===== src/rtl/core/split_direct_mapped_tlb_assert.svh =====
// Assertion macros used by the translation table controller.
// Depends on nothing; expands to nothing when SYNTHESIS is defined.
`ifndef SPLIT_DIRECT_MAPPED_TLB_ASSERT_SVH
`define SPLIT_DIRECT_MAPPED_TLB_ASSERT_SVH
`ifndef SYNTHESIS
`define TLB_ASSERT(lbl, clk, rst, prop, msg) \
  lbl: assert property (@(posedge clk) disable iff (rst) (prop)) else $error(msg);
`define TLB_ASSERT_NEXT(lbl, clk, rst, ante, cons, msg) \
  lbl: assert property (@(posedge clk) disable iff (rst) (ante) |=> (cons)) else $error(msg);
`else
`define TLB_ASSERT(lbl, clk, rst, prop, msg)
`define TLB_ASSERT_NEXT(lbl, clk, rst, ante, cons, msg)
`endif
`endif


===== src/rtl/core/sdtlb_pkg.sv =====
// Types and codes of the split direct-mapped translation table.
// Used by the controller, the datapath and the top level.
package sdtlb_pkg;

  localparam int KIND_W     = 2;
  localparam int CLS_W      = 2;
  localparam int VA_W       = 64;
  localparam int FILL_PPN_W = 52;
  localparam int NUM_CLASSES = 3;

  localparam logic [KIND_W-1:0] KIND_LOOKUP = 2'd0;
  localparam logic [KIND_W-1:0] KIND_FILL   = 2'd1;
  localparam logic [KIND_W-1:0] KIND_FLUSH  = 2'd2;

  localparam logic [CLS_W-1:0] CLS_LOAD  = 2'd0;
  localparam logic [CLS_W-1:0] CLS_STORE = 2'd1;
  localparam logic [CLS_W-1:0] CLS_FETCH = 2'd2;

  typedef struct packed {
    logic [KIND_W-1:0]     kind;
    logic [CLS_W-1:0]      access_class;
    logic [VA_W-1:0]       virt_addr;
    logic [FILL_PPN_W-1:0] fill_phys_page;
    logic                  fill_allowed;
  } req_t;

  typedef struct packed {
    logic            hit;
    logic [VA_W-1:0] phys_addr;
  } rsp_t;

  typedef enum logic [1:0] {
    ST_CLEAR,
    ST_IDLE,
    ST_EVAL
  } state_t;

  typedef struct packed {
    logic accept;
    logic commit;
    logic sweep;
  } cmd_t;

  typedef struct packed {
    logic flush_all;
    logic sweep_last;
  } sts_t;

endpackage


===== src/rtl/core/sdtlb_ctrl.sv =====
// Controller of the translation table: sequences accept, commit and clearing sweeps.
// Depends on sdtlb_pkg and split_direct_mapped_tlb_assert.svh.
`include "split_direct_mapped_tlb_assert.svh"
module sdtlb_ctrl (
  input  logic              clk,
  input  logic              rst,
  input  logic              req_valid,
  output logic              req_stall,
  output logic              rsp_valid,
  input  logic              rsp_stall,
  output sdtlb_pkg::cmd_t   cmd,
  input  sdtlb_pkg::sts_t   sts
);

  sdtlb_pkg::state_t state, state_next;
  logic out_free;

  assign out_free  = !rsp_valid || !rsp_stall;
  assign req_stall = (state != sdtlb_pkg::ST_IDLE);

  always_ff @(posedge clk) begin
    if (rst) begin
      state <= sdtlb_pkg::ST_CLEAR;
    end else begin
      state <= state_next;
    end
  end

  always_comb begin
    state_next = state;
    cmd        = '0;
    unique case (state)
      sdtlb_pkg::ST_CLEAR: begin
        cmd.sweep = 1'b1;
        if (sts.sweep_last) begin
          state_next = sdtlb_pkg::ST_IDLE;
        end
      end
      sdtlb_pkg::ST_IDLE: begin
        if (req_valid) begin
          cmd.accept = 1'b1;
          state_next = sdtlb_pkg::ST_EVAL;
        end
      end
      sdtlb_pkg::ST_EVAL: begin
        if (out_free) begin
          cmd.commit = 1'b1;
          state_next = sts.flush_all ? sdtlb_pkg::ST_CLEAR : sdtlb_pkg::ST_IDLE;
        end
      end
      default: begin
        state_next = sdtlb_pkg::ST_CLEAR;
      end
    endcase
  end

  always_ff @(posedge clk) begin
    if (rst) begin
      rsp_valid <= 1'b0;
    end else if (cmd.commit) begin
      rsp_valid <= 1'b1;
    end else if (!rsp_stall) begin
      rsp_valid <= 1'b0;
    end
  end

  `TLB_ASSERT(a_commit_sweep_excl, clk, rst, !(cmd.commit && cmd.sweep), "commit during sweep")
  `TLB_ASSERT_NEXT(a_commit_shows, clk, rst, cmd.commit, rsp_valid, "committed result not shown")
  `TLB_ASSERT_NEXT(a_rsp_held, clk, rst, rsp_valid && rsp_stall && !cmd.commit, rsp_valid, "stalled result dropped")
  `TLB_ASSERT_NEXT(a_accept_eval, clk, rst, cmd.accept, state == sdtlb_pkg::ST_EVAL, "accept not followed by evaluation")

endmodule


===== config.mk =====
export PLATFORM = sky130hd
export DESIGN_NAME = sdtlb_ctrl
export DESIGN_NICKNAME = d
export VERILOG_FILES = /design/src/rtl/core/sdtlb_pkg.sv /design/src/rtl/core/sdtlb_ctrl.sv
export VERILOG_INCLUDE_DIRS = /design/src /design/src/rtl/core
export SDC_FILE = /design/constraint.sdc
export NUM_CORES = 1
export LEC_CHECK = 0
export BUFFER_PORTS_ARGS = -buffer_cell sky130_fd_sc_hd__buf_4
export CAP_MARGIN = 20
export CELL_PAD_IN_SITES_DETAIL_PLACEMENT = 2
export CELL_PAD_IN_SITES_GLOBAL_PLACEMENT = 2
export CORE_AREA = 2 2 39 41
export DETAILED_ROUTE_END_ITERATION = 16
export DIE_AREA = 0 0 41 43
export PLACE_DENSITY = 0.6
export RECOVER_POWER = 100
export SYNTH_ARGS = -nofsm -noshare
export SYNTH_HDL_FRONTEND = slang
export SYNTH_SLANG_ARGS = --single-unit

===== constraint.sdc =====
create_clock -name clk -period 0.9 [get_ports clk]
set_clock_uncertainty 0.05 [all_clocks]
set_input_delay 0.18 -clock clk [delete_from_list [all_inputs] [get_ports clk]]
set_output_delay 0.18 -clock clk [all_outputs]
set_load 0.02 [all_outputs]

== After elaboration in Yosys (flattened, before gate mapping) ==
Index checks and enable logic that the tools add are counted.

* Register bits after elaboration: 3
* Input port bits: 6
* Output and inout port bits: 5

* Equal/unequal tests: 7
* Muxes and demuxes: 12
* Reduce and logical (&&, ||, !) cells: 5

{| class="wikitable"
|+ Operators with widths
! operator !! number
|-
| $mux 1 || 8
|-
| $mux 2 || 3
|-
| $ne 2x2->1 const B || 3
|-
| $pmux 2 s3 || 1
|-
| $ne 2x1->1 const B || 2
|-
| $reduce_and 3->1 || 1
|-
| $eq 2x1->1 const B || 1
|-
| $eq 2x2->1 const B || 1
|-
| $logic_not 1->1 || 2
|-
| $logic_not 2->1 || 1
|-
| $logic_or 1x1->1 || 1
|}

== Logic depth before layout (Yosys ltp) ==
* Depth after elaboration: 5
* Depth in mapped cells: 3
* Mapped depth without buffers: 3

== Worst setup path before layout ==
OpenSTA, ideal clock, no wires.

* Path type: flip-flop to flip-flop
* Start point: register state[1]
* End point: register state[1]
* Setup time: 0.059 ns
* Arrival time: 1.093 ns
* Path slack: -0.302 ns
* Stages on the path, launching flop included: 4
* Path through: dfxtp_1 > nand2b_1 > nor2_1 > o21ba_1

* Word-level cells in the longest chain between the ends: 3
* Elaborated cells between the ends (all ways): 8
* Those cells by class: 5 x eq/ne; 1 x mux; 2 x reduce/logical

{| class="wikitable"
|+ Ends and longest elaborated chain
! element !! line !! text
|-
| from (decl) || sdtlb_ctrl.sv:15 || <nowiki>sdtlb_pkg::state_t state, state_next;</nowiki>
|-
| from (signal assigned) || sdtlb_ctrl.sv:23 || <nowiki>state <= sdtlb_pkg::ST_CLEAR;</nowiki>
|-
| from (signal assigned) || sdtlb_ctrl.sv:25 || <nowiki>state <= state_next;</nowiki>
|-
| $eq 2x2->1 (tied with other cells) || sdtlb_ctrl.sv:32 || <nowiki>unique case (state)</nowiki>
|-
| $ne 2x2->1 (no line) || - ||
|-
| $reduce_and 3->1 (no line) || - ||
|}

Several ways; a longest one is shown, not always the timed one.
A chain may end at the register's enable or synchronous reset.

==> flow_summary.toml <==
[final_layout]
syn_to_final_growth_pct = 200.9
finalNonFillerCells = 54
fin_area_sq_um = 410.4
n_antenna_cell = 0
final_cell_mix = "buf_4, buf_6, nor2_1, clkbuf_4, dfxtp_4"
nets = 45
drive_gt1_share_pct = 78.95
final_common_cell = "buf_4"

[outcome]
violations = "negative setup slack"
status = "finished with violations"

[worst_setup_path]
critPathBufInv = 1
cp.required_ns = 0.67
worstPathArrival_ns = 0.99
max_stage_delay_ns = 0.35
slowest_stage = "dfxtp_4"
worst-path-max-fanout = 4
start_kind = "flop"
cpLargestDelayFamily = "flip-flops"
cp-end-kind = "primary output"
path_cells = "nand2b_4 -> a21oi_4 -> buf_6"
crit_type = "flop to primary output"

[synthesis]
synth_seq_area_share_pct = 44.04
syn_inst = 17
avgSynthCellArea_sq_um = 8.022
synth_nets = 23
yosysUniqueCellTypes = 9
netlist_area_sq_um = 136.4
synth-seq-cells = 3
ys_warn_count = 0

[route]
wl_per_cell_microns = 11.50
drc = 0
antenna_left = 0
vias = 206
routed_wl_microns = 621
first_iter_violations = 2
drt_pass1_iterations = 2
via_per_inst = 3.815

[timing]
setup_slack_ns = -0.3178
rsz0062_at_grt = "true"
setup_tns_ns = -1.411
maxSlewViolCount = 0
fmax_ghz = 0.8211
period_minus_slack_ns = 1.218
timing.hold.ws_ns = 0.1857
finalCritPeriodShare_pct = 135.3
setup-violations-final = 7
relSlewSlack_pct = 82.30
tightest_slew_ns = 0.2655
finalHoldViolCount = 0

[global_route]
grt_pass1_wl_mm = 1.000
antenna_found_initial = 0
grt-ovfl-total = 0
use_met1_pct = 8.974
use_met3_pct = 4.712
met2_usage_pct = 13.75
grt_max_degree = 5
grtUsageTotal_pct = 9.328
grt_pass1_vias = 238
grt-busiest-layer = "met2"

[power_and_ir_drop]
p_per_area_mw_per_mm2 = 1370
p_leak_uw = 0.0001874
irDropWorstVdd_mv = 0.3293

[clocking]
clk_pin_slew_ns = 0.04
clockRootBuffer = "clkbuf_4"
htreeDepth = 1
clk_path_buf_depth = 2
cts.sinks = 3
cts_tree = "yes"
worstSkewPairLatency_ns = 0.24
cts_made_buffers = 3
postCtsHoldBufs = 0

[floorplan]
dieArea_sq_mm = 0.001763
initial_core_util_pct = 9.855
fp.dieH_microns = 43
core_sq_mm = 0.001384
dieWidth_microns = 41
rows = 14
ios = 11

[placed_design]
dpl_cell_area_sq_um = 286.5
gp_congestion = 0.7273
placedCellCount = 45
pre_cts_slack_ns = -0.1516
portBuffers = 10
post-dp-hpwl_microns = 399.9

[min_path]
hp-class = "primary input to flop"

[flow_run]
drv_cap = 0
metrics by stage:
| step | utilization [%] | total power (uW) |
|---|---|---|
| 2_1_floorplan | - | 213.2 |
| 3_3_place_gp | 20.71 | 268.4 |
| 3_5_place_dp | 20.71 | 271.7 |
| 4_1_cts | 28.57 | 563.5 |
| 5_1_grt | 29.66 | 600.4 |
| 6_report | 29.66 | 562.4 |
synthesized netlist by cell type:
| library cell | count | area [sq um] |
|---|---|---|
| a2111oi_1 | 1 | 10.01 |
| nor2_1 | 5 | 18.77 |
| inv_1 | 1 | 3.750 |
| o21ba_1 | 1 | 10.01 |
| a21oi_1 | 2 | 10.01 |
| dfxtp_1 | 3 | 60.06 |
| a21o_1 | 1 | 7.510 |
| nand2_1 | 1 | 3.750 |
| nand2b_1 | 2 | 12.51 |
path summary, 6_finish.rpt:
check | startpoint | end | slack, ns | depth (start not counted)
hold reg to reg | rsp_valid$_SDFFE_PP0P_ | rsp_valid$_SDFFE_PP0P_ | 0.49 | 2
hold / removal | rst | rsp_valid$_SDFFE_PP0P_ | 0.19 | 3
setup reg to reg | state[0]$_SDFFE_PP0P_ | state[0]$_SDFFE_PP0P_ | -0.19 | 5
setup / recovery | state[0]$_SDFFE_PP0P_ | cmd[1] | -0.32 | 3
what timing repair did:
item                                   4_1_cts  5_1_grt
gates resized for setup                     10        4
pin swaps                                    3        0
cloned                                       0        0
endpoints found under the hold margin        0        0
setup endpoints to repair                    7        8
setup buffers                                5        0
final cells by class:
class	instances	area [sq um]
sequential	3	71.32
tap	16	20.02
multi-input combinational	13	135.1
timing repair buffer	17	153.9
clock buffer	4	26.28
fill	165	973.4
inverter	1	3.754
report_power, final:
| group | internal, uW | switching, uW |
|---|---|---|
| Combinational | 95.6 | 73.3 |
| Clock | 167 | 77.7 |
| Sequential | 138 | 11.2 |
flip-flops by register name (all words and copies together), names as in the netlist:
register and count:
rsp_valid 1, state 2
logic make-up after synthesis:
logic type	share of synthesized area, %
AOI/OAI and AO/OA	27.53
buffers and inverters	2.750
DFF	44.04
and+or+nand+nor	25.69
layer usage:
| metal | share of wire, % | vias up | wire, microns |
|---|---|---|---|
| met3 | 5.8 | 0 | 36 |
| met4 | 0 | 0 | 0 |
| met1 | 37 | 101 | 228 |
| met5 | 0 | - | 0 |
| met2 | 57 | 5 | 356 |
| li1 | - | 100 | - |
worst min-delay path, delay by kind of cell:
family	cells	cell delay, ns
AOI/OAI and AO/OA	1	0.03
buffers and inverters	2	0.23
Note: power is estimated with default switching activity, not from simulation.
